==> src/sv/rth_pkg.sv <==
// ----------------------------------------------------------------------------
// rth_pkg
// Shared types and constants for the 8-bit RGB to HSV converter: pixel and
// result beats, the side band carried down the divider chain, and the lane
// state of one restoring-division cell.
// ----------------------------------------------------------------------------
package rth_pkg;

    localparam int RTH_W     = 8;
    // One cell resolves one quotient bit of both divisions.
    localparam int RTH_CELLS = RTH_W;
    // Start sample to result strobe sample: front stage, cells, output register.
    localparam int RTH_LAT   = RTH_CELLS + 2;

    localparam logic [RTH_W-1:0] HSV_FULL      = 8'd255;
    localparam logic [RTH_W-1:0] HSV_SEXTANT   = 8'd43;
    localparam logic [RTH_W-1:0] HSV_OFS_RED   = 8'd0;
    localparam logic [RTH_W-1:0] HSV_OFS_GREEN = 8'd85;
    localparam logic [RTH_W-1:0] HSV_OFS_BLUE  = 8'd171;

    typedef struct packed {
        logic [RTH_W-1:0] red;
        logic [RTH_W-1:0] green;
        logic [RTH_W-1:0] blue;
    } t_pixel;

    typedef struct packed {
        logic [RTH_W-1:0] hue;
        logic [RTH_W-1:0] saturation;
        logic [RTH_W-1:0] brightness;
    } t_hsv;

    // Partial remainder, numerator bits still to bring down (quotient bits
    // shift in from the bottom), divisor.
    typedef struct packed {
        logic [RTH_W-1:0] rem;
        logic [RTH_W-1:0] nq;
        logic [RTH_W-1:0] den;
    } t_lane;

    typedef struct packed {
        logic             black;
        logic             neg;
        logic [RTH_W-1:0] offset;
        logic [RTH_W-1:0] hi;
    } t_side;

    typedef struct packed {
        t_side side;
        t_lane sat;
        t_lane hue;
    } t_stage;

endpackage

==> src/sv/rth_prep.sv <==
// ----------------------------------------------------------------------------
// rth_prep
// Front stage: find max and min, pick the sextant, form both dividends and
// load the first lane state of the divider chain.
// ----------------------------------------------------------------------------
module rth_prep import rth_pkg::*; (
    input  logic   i_clk,
    input  logic   i_rst_n,
    input  logic   i_valid,
    input  t_pixel i_pixel,
    output logic   o_valid,
    output t_stage o_stage
);

    logic [RTH_W-1:0]   hi, lo, span, a, b, mag, offset;
    logic               neg;
    logic [2*RTH_W-1:0] sat_num, hue_num;
    t_stage             n_stage;
    logic               r_valid;
    t_stage             r_stage;

    always_comb begin
        hi = (i_pixel.red > i_pixel.green)
           ? ((i_pixel.red > i_pixel.blue) ? i_pixel.red : i_pixel.blue)
           : ((i_pixel.green > i_pixel.blue) ? i_pixel.green : i_pixel.blue);
        lo = (i_pixel.red < i_pixel.green)
           ? ((i_pixel.red < i_pixel.blue) ? i_pixel.red : i_pixel.blue)
           : ((i_pixel.green < i_pixel.blue) ? i_pixel.green : i_pixel.blue);
        span = hi - lo;

        // red wins ties, then green
        if (hi == i_pixel.red) begin
            offset = HSV_OFS_RED;
            a      = i_pixel.green;
            b      = i_pixel.blue;
        end else if (hi == i_pixel.green) begin
            offset = HSV_OFS_GREEN;
            a      = i_pixel.blue;
            b      = i_pixel.red;
        end else begin
            offset = HSV_OFS_BLUE;
            a      = i_pixel.red;
            b      = i_pixel.green;
        end
        neg = (a < b);
        mag = neg ? (b - a) : (a - b);

        sat_num = (2*RTH_W)'(HSV_FULL) * (2*RTH_W)'(span);
        hue_num = (2*RTH_W)'(HSV_SEXTANT) * (2*RTH_W)'(mag);

        n_stage.side.black  = (hi == '0);
        n_stage.side.neg    = neg;
        n_stage.side.offset = offset;
        n_stage.side.hi     = hi;
        n_stage.sat.rem     = sat_num[2*RTH_W-1:RTH_W];
        n_stage.sat.nq      = sat_num[RTH_W-1:0];
        n_stage.sat.den     = hi;
        n_stage.hue.rem     = hue_num[2*RTH_W-1:RTH_W];
        n_stage.hue.nq      = hue_num[RTH_W-1:0];
        n_stage.hue.den     = span;
    end

    always_ff @(posedge i_clk) begin
        if (!i_rst_n) begin
            r_valid <= 1'b0;
        end else begin
            r_valid <= i_valid;
        end
    end

    always_ff @(posedge i_clk) begin
        r_stage <= n_stage;
    end

    assign o_valid = r_valid;
    assign o_stage = r_stage;

endmodule

==> src/sv/rth_cell.sv <==
// ----------------------------------------------------------------------------
// rth_cell
// One restoring-division cell: bring down a numerator bit, trial-subtract the
// divisor, shift the quotient bit in. Both lanes step together.
// ----------------------------------------------------------------------------
module rth_cell import rth_pkg::*; (
    input  logic   i_clk,
    input  logic   i_rst_n,
    input  logic   i_valid,
    input  t_stage i_stage,
    output logic   o_valid,
    output t_stage o_stage
);

    function automatic t_lane step(input t_lane l);
        logic [RTH_W:0]   t;
        logic             q;
        t_lane            r;
        t = {l.rem, l.nq[RTH_W-1]};
        q = (t >= {1'b0, l.den});
        r.rem = q ? RTH_W'(t - {1'b0, l.den}) : t[RTH_W-1:0];
        r.nq  = {l.nq[RTH_W-2:0], q};
        r.den = l.den;
        return r;
    endfunction

    logic   r_valid;
    t_stage r_stage;

    always_ff @(posedge i_clk) begin
        if (!i_rst_n) begin
            r_valid <= 1'b0;
        end else begin
            r_valid <= i_valid;
        end
    end

    always_ff @(posedge i_clk) begin
        r_stage.side <= i_stage.side;
        r_stage.sat  <= step(i_stage.sat);
        r_stage.hue  <= step(i_stage.hue);
    end

    assign o_valid = r_valid;
    assign o_stage = r_stage;

endmodule

==> src/sv/rth_post.sv <==
// ----------------------------------------------------------------------------
// rth_post
// Output stage: apply the sign and sextant offset to the hue quotient, force
// black and grey pixels, register the result beat.
// ----------------------------------------------------------------------------
module rth_post import rth_pkg::*; (
    input  logic   i_clk,
    input  logic   i_rst_n,
    input  logic   i_valid,
    input  t_stage i_stage,
    output logic   o_valid,
    output t_hsv   o_hsv
);

    logic [RTH_W-1:0] sat_q, hue_q, part;
    t_hsv             n_hsv;
    logic             r_valid;
    t_hsv             r_hsv;

    always_comb begin
        sat_q = i_stage.sat.nq;
        hue_q = i_stage.hue.nq;
        part  = i_stage.side.neg ? RTH_W'(0 - hue_q) : hue_q;
        if (i_stage.side.black) begin
            n_hsv = '0;
        end else begin
            n_hsv.brightness = i_stage.side.hi;
            n_hsv.saturation = sat_q;
            n_hsv.hue        = (sat_q == '0) ? '0 : RTH_W'(i_stage.side.offset + part);
        end
    end

    always_ff @(posedge i_clk) begin
        if (!i_rst_n) begin
            r_valid <= 1'b0;
        end else begin
            r_valid <= i_valid;
        end
    end

    always_ff @(posedge i_clk) begin
        r_hsv <= n_hsv;
    end

    assign o_valid = r_valid;
    assign o_hsv   = r_hsv;

endmodule

==> src/sv/rgb_to_hsv_8bit_top.sv <==
// ----------------------------------------------------------------------------
// rgb_to_hsv_8bit_top
// 8-bit RGB to HSV converter built as a chain of restoring-division cells.
// ----------------------------------------------------------------------------
// Usage:
//   Drive i_pixel and raise start; a beat is taken at every rising edge with
//   start high and busy low. busy is never raised, so a pixel may be offered
//   on every cycle.
//   Each pixel leaves as one result beat on o_hsv, marked by o_valid for a
//   single cycle. The receiver cannot stall: take the beat in that cycle.
//   Path from a taken pixel to its result: one front stage (max/min,
//   sextant, two small multiplies), eight division cells (one quotient
//   bit each, saturation and hue lanes side by side), one output stage
//   (sign, offset, black and grey forcing).
//   Throughput: one pixel per cycle, set by the fully pipelined cell chain.
//   Results leave in the order the pixels arrived.
//   Reset (synchronous, active low) clears every valid flag in the chain;
//   pixels in flight are dropped, payload registers keep stale data.
// ----------------------------------------------------------------------------
module rgb_to_hsv_8bit_top import rth_pkg::*; (
    input  logic   i_clk,
    input  logic   i_rst_n,
    input  logic   start,
    output logic   busy,
    input  t_pixel i_pixel,
    output logic   o_valid,
    output t_hsv   o_hsv
);

    // Stage k feeds cell k; stage 0 comes from the front stage.
    logic   stage_valid [RTH_CELLS+1];
    t_stage stage       [RTH_CELLS+1];

    // The chain never holds off a pixel.
    assign busy = 1'b0;

    // Form dividends and side band
    rth_prep u_prep (
        .i_clk   (i_clk),
        .i_rst_n (i_rst_n),
        .i_valid (start && !busy),
        .i_pixel (i_pixel),
        .o_valid (stage_valid[0]),
        .o_stage (stage[0])
    );

    // Advance both divisions one quotient bit per cell, MSB first
    for (genvar k = 0; k < RTH_CELLS; k++) begin : g_cell
        rth_cell u_cell (
            .i_clk   (i_clk),
            .i_rst_n (i_rst_n),
            .i_valid (stage_valid[k]),
            .i_stage (stage[k]),
            .o_valid (stage_valid[k+1]),
            .o_stage (stage[k+1])
        );
    end

    // Assemble and register the result beat
    rth_post u_post (
        .i_clk   (i_clk),
        .i_rst_n (i_rst_n),
        .i_valid (stage_valid[RTH_CELLS]),
        .i_stage (stage[RTH_CELLS]),
        .o_valid (o_valid),
        .o_hsv   (o_hsv)
    );

    // Every taken pixel yields a beat after the fixed latency
    a_latency: assert property (@(posedge i_clk) disable iff (!i_rst_n)
        start && !busy |-> ##RTH_LAT o_valid)
        else $error("result beat missing after fixed latency");

    // No beat without a pixel taken the fixed latency earlier
    a_no_invent: assert property (@(posedge i_clk) disable iff (!i_rst_n)
        o_valid |-> $past(start, RTH_LAT))
        else $error("result beat without a matching pixel");

    // Black pixels give an all-zero beat
    a_black: assert property (@(posedge i_clk) disable iff (!i_rst_n)
        o_valid && (o_hsv.brightness == '0) |->
            (o_hsv.saturation == '0) && (o_hsv.hue == '0))
        else $error("black pixel with non-zero hue or saturation");

    // Grey pixels carry zero hue
    a_grey: assert property (@(posedge i_clk) disable iff (!i_rst_n)
        o_valid && (o_hsv.saturation == '0) |-> (o_hsv.hue == '0))
        else $error("zero saturation with non-zero hue");

endmodule

==> config.mk <==
export PLATFORM = sky130hd
export DESIGN_NAME = rgb_to_hsv_8bit_top
export DESIGN_NICKNAME = d
export VERILOG_FILES = /design/src/sv/rth_pkg.sv /design/src/sv/rth_prep.sv /design/src/sv/rth_cell.sv /design/src/sv/rth_post.sv /design/src/sv/rgb_to_hsv_8bit_top.sv
export SDC_FILE = /design/constraint.sdc
export NUM_CORES = 1
export LEC_CHECK = 0
export ABC_AREA = 1
export BUFFER_PORTS_ARGS = -buffer_cell sky130_fd_sc_hd__buf_4
export CELL_PAD_IN_SITES_DETAIL_PLACEMENT = 1
export CELL_PAD_IN_SITES_GLOBAL_PLACEMENT = 1
export CORE_ASPECT_RATIO = 0.5
export CORE_MARGIN = 3
export CORE_UTILIZATION = 40
export DETAILED_ROUTE_END_ITERATION = 12
export GPL_TIMING_DRIVEN = 0
export PLACE_DENSITY = 0.65
export SYNTH_ARGS = -nofsm -noshare
export SYNTH_HDL_FRONTEND = slang
export SYNTH_SLANG_ARGS = --single-unit
==> constraint.sdc <==
create_clock -name i_clk -period 14 [get_ports i_clk]
set_input_delay 0.7 -clock i_clk [delete_from_list [all_inputs] [get_ports i_clk]]
set_output_delay 0.7 -clock i_clk [all_outputs]
set_load 0.02 [all_outputs]
==> qor.yml, run 1 <==
io_pins: 53
finalSetupTns_ns: 0
met1_usage: 0.2059
cts.sinks: 477
ys_seq_area_frac: 0.4453
coreArea_um2: 52490
slowest_stage: "fa_1"
grt_overflow_total: 0
root_buffer: "clkbuf_16"
stdcell_area_um2: 24360
crit_arrival_ns: 8.74
cts_buffers: 44
ys_seq_elements: 477
clockBufferDepth: 3
crit-reg2reg-capture: "u_post.o_hsv[23]"
routedWlPerCell_um: 14.39
synthesis.area_um2: 21440
clk_pin_slew_ns: 0.07
synth_nets: 2699
area_delta_synth_final_pct: 13.59
synthXorXnorAreaFrac: 0.04901
critPathBufInv: 7
synth-edff-count: 0
synth_top_family_by_area: "adder cells"
drt_iter0_markers: 526
vias: 15037
tightest_slew_ns: 0.6366
min_period_over_period: 0.5921
grtUsageTotal: 0.1633
slowest_delay_ns: 0.55
synthAdderAreaFrac: 0.1941
yosysTopAreaCell: "dfxtp_1"
die-width_um: 333.4
synth_top_area_frac: 0.4453
critPathKind: "input pin to flop"
setup_viol: 0
post-cts-setup-buffers: 0
synthTopCellsByArea: "dfxtp_1, ha_1, inv_1, nand2_1, fa_1"
placed_cell_area_um2: 22700
drt-vias-per-instance: 4.696
dp_hpwl_mm: 36.70
first_global_vias: 15714
drive_gt1_frac: 0.07557
layout.nets: 2795
synth_compound_area_frac: 0.09230
start_util: 0.4086
syn_inst: 2370
worstSetupStartpointType: "input pin"
slew_headroom: 0.5635
die_h_um: 169.7
globalRoute.busiestLayer: "met2"
holdPathStages: 0
async_flop_share: 0
fillers: 6070
rsz0062_at_grt: "false"
fin_skew_ns: 0.01959
crit_path_end_kind: "flop"
diodes: 0
rows: 59
fmax_ghz: 0.1206
hp-start: "g_cell[0].u_cell.o_stage[35]"
synth_mux_area_frac: 0.0009335
crit_top_cell: "nand2_1"
postLayoutSetupSlackWorst_ns: 5.711
place_congestion: 0.8224
final_util: 0.4641
grt_antenna_before_repair: 1
outcome: "finished clean"
avgSynthCellArea_um2: 9.048
dp_slack_ns: 5.161
cts.hold.buffers_added: 0
synth_flop_cell: "dfxtp_1"
cp_data_required_time_ns: 14.45
postRouteAntennaNets: 0
dr.pass1.iters: 5
drc: 0
die_area_um2: 56590
reg2reg_from: "g_cell[7].u_cell.o_stage[8]"
grt_pass1_wl_mm: 76.05
max_cap_viol_count: 0
synth_cell_types: 48
ys_warn_count: 0
clock_latency_ns: 0.56
postRouteWirelength_mm: 46.07
slew_viol_final: 0
cp_max_fo: 10
reg2reg_slack_ns: 11.35
h-tree-depth: 2
met3_usage: 0.02260
grt_use_met2: 0.2958
cts_tree: "built"
hold_class: "flop to flop"
synth_simple_gate_area_frac: 0.1389
hold_end: "g_cell[1].u_cell.o_stage[36]"
hold_viol: 0
port_buffers: 50
critPathTopFamily: "simple AND/OR/NAND/NOR gates"
grt_max_degree: 17
cts.repair.resized: 0
rr_worst_depth: 18
fin_crit_ns: 8.289
-- logic make-up after synthesis --
logic type,after synthesis
buf+inv,433
mux,2
other cells,1
xor+xnor,120
fa+ha+maj,302
compound gates,348
simple gates,687
flops,477
-- worst register-to-register path, stage by stage (launching register included) --
cell	delay, ns
dfxtp_1	0.39
inv_1	0.07
ha_1	0.22
inv_1	0.06
nand2_1	0.05
xor2_1	0.15
ha_1	0.32
nand2_1	0.08
nand2_1	0.04
a31oi_1	0.28
nor2_1	0.07
nor2_1	0.10
o21bai_1	0.09
nand2_1	0.09
nand2_1	0.06
a21oi_1	0.15
xor2_1	0.16
inv_1	0.05
nor2_1	0.13
-- how the worst max path moves through the flow --
| stage | slack [ns] | cells past startpoint | end | start |
|---|---|---|---|---|
| 4_1_cts | 5.74 | 50 | u_prep.o_stage[21] | i_pixel[7] |
| 3_3_place_gp | 5.30 | 49 | u_prep.o_stage[21] | i_pixel[7] |
| 6_report | 5.71 | 50 | u_prep.o_stage[21] | i_pixel[7] |
| 3_5_place_dp | 5.16 | 50 | u_prep.o_stage[21] | i_pixel[7] |
| 2_1_floorplan | 6.71 | 49 | u_prep.o_stage[21] | i_pixel[7] |
| 5_1_grt | 4.96 | 50 | u_prep.o_stage[21] | i_pixel[7] |
-- sequential cells by signal (all words and copies together), names as in the netlist --
register and cells:
u_post.o_valid 1, g_cell.u_cell.o_valid 8, g_cell.u_cell.o_stage 393, u_post.o_hsv 24, u_prep.o_stage 50, u_prep.o_valid 1
-- cells in the mapped netlist, drive strengths merged, types with 17 or more instances --
master / n
inv: 403
nor2: 219
xor2: 84
xnor2: 36
dfxtp: 477
ha: 251
nand3: 119
o21ai: 70
buf: 22
o21bai: 17
a21o: 20
a21oi: 192
nand4: 22
nand2: 301
nor3: 19
fa: 51
-- per-stage QoR --
stage / cells / hold slack (ns)
4_1_cts: 3202 / 0.3046
3_3_place_gp: 3121 / 0.3110
5_1_grt: 3202 / 0.3152
3_5_place_dp: 3121 / 0.3135
2_1_floorplan: 2370 / 0.3096
6_report: 3202 / 0.3108
-- layout by cell type, fill, tap and decap left out, drive strengths merged --
cell type	count
a221oi	2
clkinvlp	4
nor2	219
a311oi	3
dfxtp	477
o21bai	17
o211ai	11
and2	1
bufinv	11
o221ai	1
o22ai	1
or2	2
o2111ai	1
conb	1
a22oi	2
clkinv	12
fa	51
mux2i	2
nand3	119
o41ai	4
or3	3
nor3	19
a21oi	192
nand2	301
ha	251
inv	406
clkbuf	59
nor4	1
a211oi	10
nand4	22
o21a	1
xor2	84
o31ai	8
xnor2	36
buf	72
a21o	20
a211o	2
a31oi	3
o21ai	70
-- final cells by class --
class,instances,area [um^2],area share
plain buffers,30,186.4,0.007653
clock inverters,30,473.0,0.01942
inverters,403,1515,0.06220
clock buffers,51,1190,0.04885
well taps,701,877.1,0.03601
flip-flops and latches,477,9549,0.3920
repair buffers,50,375.4,0.01541
multi-input cells,1460,10190,0.4185
-- per-layer routing --
metal / share of wire / up-vias
met5: 0 / -
met4: 0.017 / 0
met3: 0.026 / 57
met2: 0.48 / 130
met1: 0.48 / 7043
li1: - / 7807
Power of run 1 is left out: the tool's default activity adds up to more than one toggle a clock period on the data nets, which glitch-free logic cannot reach.
==> inputs of run 2 (changes only) <==
==> constraint.sdc (replaced) <==
create_clock -name i_clk -period 8.5 [get_ports i_clk]
set_input_delay 0.425 -clock i_clk [delete_from_list [all_inputs] [get_ports i_clk]]
set_output_delay 0.425 -clock i_clk [all_outputs]
set_load 0.02 [all_outputs]
==> run 2 against run 1 <==
Against the previous run:
- final area barely moved
- hold slack worse by 0.25 ns
- setup slack worse by 5.0 ns
- flip-flop and latch count unchanged
- core utilization is essentially flat
- critical endpoint unchanged
==> qor.yml, run 2 (synthesis results as in run 1) <==
drt_iter0_markers: 563
clk_pin_slew_ns: 0.06
place_congestion: 0.8224
fin_skew_ns: 0.01944
reg2reg_slack_ns: 5.86
cts.hold.buffers_added: 0
crit_path_end_kind: "flop"
drc: 0
crit-reg2reg-capture: "u_post.o_hsv[23]"
die-width_um: 333.4
cts_buffers: 44
crit_arrival_ns: 8.27
critPathKind: "input pin to flop"
grt_max_degree: 17
tightest_slew_ns: 0.6365
hold_viol: 0
postRouteAntennaNets: 0
drive_gt1_frac: 0.07597
min_period_over_period: 0.9202
die_area_um2: 56590
reg2reg_from: "g_cell[7].u_cell.o_stage[8]"
clock_latency_ns: 0.56
fmax_ghz: 0.1279
rr_worst_depth: 18
largest_reg_flops: 393
die_h_um: 169.7
first_global_vias: 15714
cts.sinks: 477
cp_data_required_time_ns: 8.95
postRouteWirelength_mm: 46.19
clockBufferDepth: 3
stdcell_area_um2: 24380
diodes: 0
cts_tree: "built"
layout.nets: 2795
grtUsageTotal: 0.1633
hp-start: "start"
worstSetupStartpointType: "input pin"
cts.repair.resized: 0
area_delta_synth_final_pct: 13.69
slew_headroom: 0.5635
drt-vias-per-instance: 4.703
final_common_cell: "dfxtp_1"
dp_hpwl_mm: 36.70
grt_overflow_total: 0
grt_pass1_wl_mm: 76.05
slowest_delay_ns: 0.55
h-tree-depth: 2
slowest_stage: "fa_1"
critPathCapture: "u_prep.o_stage[21]"
rows: 59
hold_class: "input pin to flop"
post-cts-setup-buffers: 0
critPathLaunch: "i_pixel[7]"
port_buffers: 50
cp_max_fo: 10
setup_viol: 0
outcome: "finished clean"
dr.pass1.iters: 4
placed_cell_area_um2: 22700
finalSetupTns_ns: 0
slew_viol_final: 0
fillers: 6067
dp_slack_ns: -0.06365
final_cell_mix: "dfxtp_1, inv_1, nand2_1, ha_1, nor2_1"
start_util: 0.4086
vias: 15060
postLayoutSetupSlackWorst_ns: 0.6787
grt_antenna_before_repair: 1
coreArea_um2: 52490
crit_top_cell: "nand2_1"
routedWlPerCell_um: 14.43
max_cap_viol_count: 0
root_buffer: "clkbuf_16"
fin_crit_ns: 7.821
io_pins: 53
==> run 2: worst min-delay path by stage <==
| stage | end | slack, ns | depth (start not counted) |
|---|---|---|---|
| 6_report | u_prep.o_valid | 0.06 | 3 |
| 5_1_grt | u_prep.o_valid | 0.06 | 3 |
| 4_1_cts | u_prep.o_valid | 0.03 | 3 |
| 3_5_place_dp | g_cell[0].u_cell.o_stage[39] | 0.31 | 0 |
| 3_3_place_gp | g_cell[6].u_cell.o_stage[11] | 0.31 | 0 |
| 2_1_floorplan | g_cell[0].u_cell.o_stage[10] | 0.31 | 0 |
==> run 2: metrics by stage <==
step / util / hold WS (ns) / std cells
2_1_floorplan: - / 0.3096 / 2370
3_3_place_gp: 0.4324 / 0.3110 / 3121
3_5_place_dp: 0.4324 / 0.3135 / 3121
4_1_cts: 0.4641 / 0.02965 / 3202
5_1_grt: 0.4645 / 0.06011 / 3202
6_report: 0.4645 / 0.05862 / 3202
==> run 2: per-layer routing <==
metal / share of wire / wire [um] / track usage / up-vias
met5: 0 / 0 / 0 / -
met4: 0.017 / 805 / 0.04100 / 0
met3: 0.029 / 1321 / 0.02260 / 57
met2: 0.48 / 22000 / 0.2958 / 134
met1: 0.48 / 22060 / 0.2059 / 7063
li1: - / - / - / 7806
==> run 2: final cells by class <==
class / count / area (um^2) / area share
multi-input combinational: 1460 / 10210 / 0.4190
buffer: 30 / 186.4 / 0.007647
timing repair buffer: 50 / 375.4 / 0.01540
sequential: 477 / 9549 / 0.3917
inverter: 403 / 1515 / 0.06215
clock buffer: 51 / 1190 / 0.04880
clock inverter: 30 / 473.0 / 0.01940
tap: 701 / 877.1 / 0.03597
==> run 2: critical path: cells and delay by family <==
kind            cells  cell delay, ns
buf+inv             7            0.90
compound gates      8            1.19
simple gates       26            2.84
xor+xnor            2            0.29
fa+ha+maj           7            2.59
Power of run 2 is left out for the same reason.
==> inputs of run 3 (changes only) <==
--- a/config.mk
+++ b/config.mk
@@ -11,10 +11,10 @@
 export CELL_PAD_IN_SITES_GLOBAL_PLACEMENT = 1
 export CORE_ASPECT_RATIO = 0.5
 export CORE_MARGIN = 3
-export CORE_UTILIZATION = 40
+export CORE_UTILIZATION = 50
 export DETAILED_ROUTE_END_ITERATION = 12
 export GPL_TIMING_DRIVEN = 0
-export PLACE_DENSITY = 0.65
+export PLACE_DENSITY = 0.79
 export SYNTH_ARGS = -nofsm -noshare
 export SYNTH_HDL_FRONTEND = slang
 export SYNTH_SLANG_ARGS = --single-unit
==> constraint.sdc (replaced) <==
create_clock -name i_clk -period 9.6 [get_ports i_clk]
set_input_delay 0.48 -clock i_clk [delete_from_list [all_inputs] [get_ports i_clk]]
set_output_delay 0.48 -clock i_clk [all_outputs]
set_load 0.02 [all_outputs]
==> run 3 against run 2 <==
Against the previous run:
- via count up 4.1%
- clock skew down 0.0021 ns
- critical path depth unchanged
- hold slack better by 0.071 ns
- clock-buffer cell count up 10
- setup slack better by 0.75 ns
- wire length up 12%
- die area down 19%
- global-route usage up 6.3 points
- flip-flop and latch count unchanged
- sequential share of layout area up 0.57 points
- critical path type unchanged
==> qor.yml, run 3 (synthesis results as in run 1) <==
port_buffers: 50
h-tree-depth: 2
area_delta_synth_final_pct: 12.07
postRouteWirelength_mm: 51.54
dp_hpwl_mm: 37.94
cts_tree: "built"
hold_viol: 0
finalSetupTns_ns: 0
clock_latency_ns: 0.55
fillers: 4841
cts.hold.buffers_added: 0
die_area_um2: 45560
max_cap_viol_count: 0
drive_gt1_frac: 0.07329
coreArea_um2: 41380
root_buffer: "clkbuf_16"
vias: 15684
layout.nets: 2793
min_period_over_period: 0.8516
worstSetupStartpointType: "input pin"
routedWlPerCell_um: 16.82
drc: 0
cts.repair.resized: 0
outcome: "finished clean"
postRouteAntennaNets: 0
slowest_delay_ns: 0.56
critPathKind: "input pin to flop"
hold_class: "input pin to flop"
tightest_slew_ns: 0.7108
post-cts-setup-buffers: 0
place_congestion: 0.8789
grtUsageTotal: 0.2265
fmax_ghz: 0.1223
grt_antenna_before_repair: 3
crit_path_end_kind: "flop"
cts.sinks: 477
cp_max_fo: 10
dp_slack_ns: 0.8174
rows: 52
diodes: 0
fin_skew_ns: 0.01734
grt_pass1_wl_mm: 85.19
final_cell_mix: "dfxtp_1, inv_1, nand2_1, ha_1, nor2_1"
final_util: 0.5808
first_global_vias: 17101
postLayoutSetupSlackWorst_ns: 1.425
slowest_stage: "fa_1"
crit_top_cell: "nand2_1"
slew_headroom: 0.5221
grt_max_degree: 18
final_common_cell: "dfxtp_1"
rsz0062_at_grt: "false"
cts_buffers: 42
largest_reg_flops: 393
start_util: 0.5182
fin_crit_ns: 8.175
slew_viol_final: 0
clockBufferDepth: 3
die-width_um: 298.9
clk_pin_slew_ns: 0.07
cp_data_required_time_ns: 10.03
drt_iter0_markers: 618
grt_overflow_total: 0
crit_arrival_ns: 8.61
io_pins: 53
setup_viol: 0
die_h_um: 152.4
dr.pass1.iters: 5
drt-vias-per-instance: 5.119
run 3: critical path, delay by kind of cell:
kind | cells | cell delay [ns]
AOI/OAI and AO/OA | 8 | 1.26
buffers and inverters | 7 | 0.90
adders and majority gates | 7 | 2.61
xor gates and xnor gates | 2 | 0.31
and+or+nand+nor | 26 | 3.06
run 3: metal layers:
metal / global-route usage / up-vias / share of wire
met3: 0.03317 / 116 / 0.034
met5: 0 / - / 0
li1: - / 7802 / -
met2: 0.4144 / 262 / 0.50
met4: 0.07070 / 0 / 0.027
met1: 0.2744 / 7504 / 0.44
run 3: path summary, 6_finish.rpt:
check | start | endpoint | slack (ns) | cells after the start
setup reg to reg | g_cell[2].u_cell.o_stage[2] | g_cell[3].u_cell.o_stage[22] | 6.74 | 14
hold / removal | start | u_prep.o_valid | 0.13 | 3
setup / recovery | i_pixel[7] | u_prep.o_stage[21] | 1.43 | 50
hold reg to reg | g_cell[5].u_cell.o_stage[11] | g_cell[6].u_cell.o_stage[12] | 0.32 | 0
run 3: final cells by class:
class / instances / area [um^2] / share of cell area
Tap cell: 567 / 709.4 / 0.02952
Buffer: 30 / 186.4 / 0.007757
Timing Repair Buffer: 50 / 375.4 / 0.01562
Clock inverter: 16 / 230.2 / 0.009579
Clock buffer: 61 / 1274 / 0.05300
Inverter: 403 / 1515 / 0.06305
Sequential cell: 477 / 9549 / 0.3973
Multi-Input combinational cell: 1460 / 10190 / 0.4241
run 3: metrics by stage:
| stage | std cells | cell area, um^2 | hold slack (ns) |
|---|---|---|---|
| 2_1_floorplan | 2370 | 21440 | 0.3096 |
| 3_3_place_gp | 2987 | 22530 | 0.3114 |
| 3_5_place_dp | 2987 | 22530 | 0.3132 |
| 4_1_cts | 3064 | 24030 | 0.1057 |
| 5_1_grt | 3064 | 24030 | 0.1299 |
| 6_report | 3064 | 24030 | 0.1293 |
Power of run 3 is left out for the same reason.
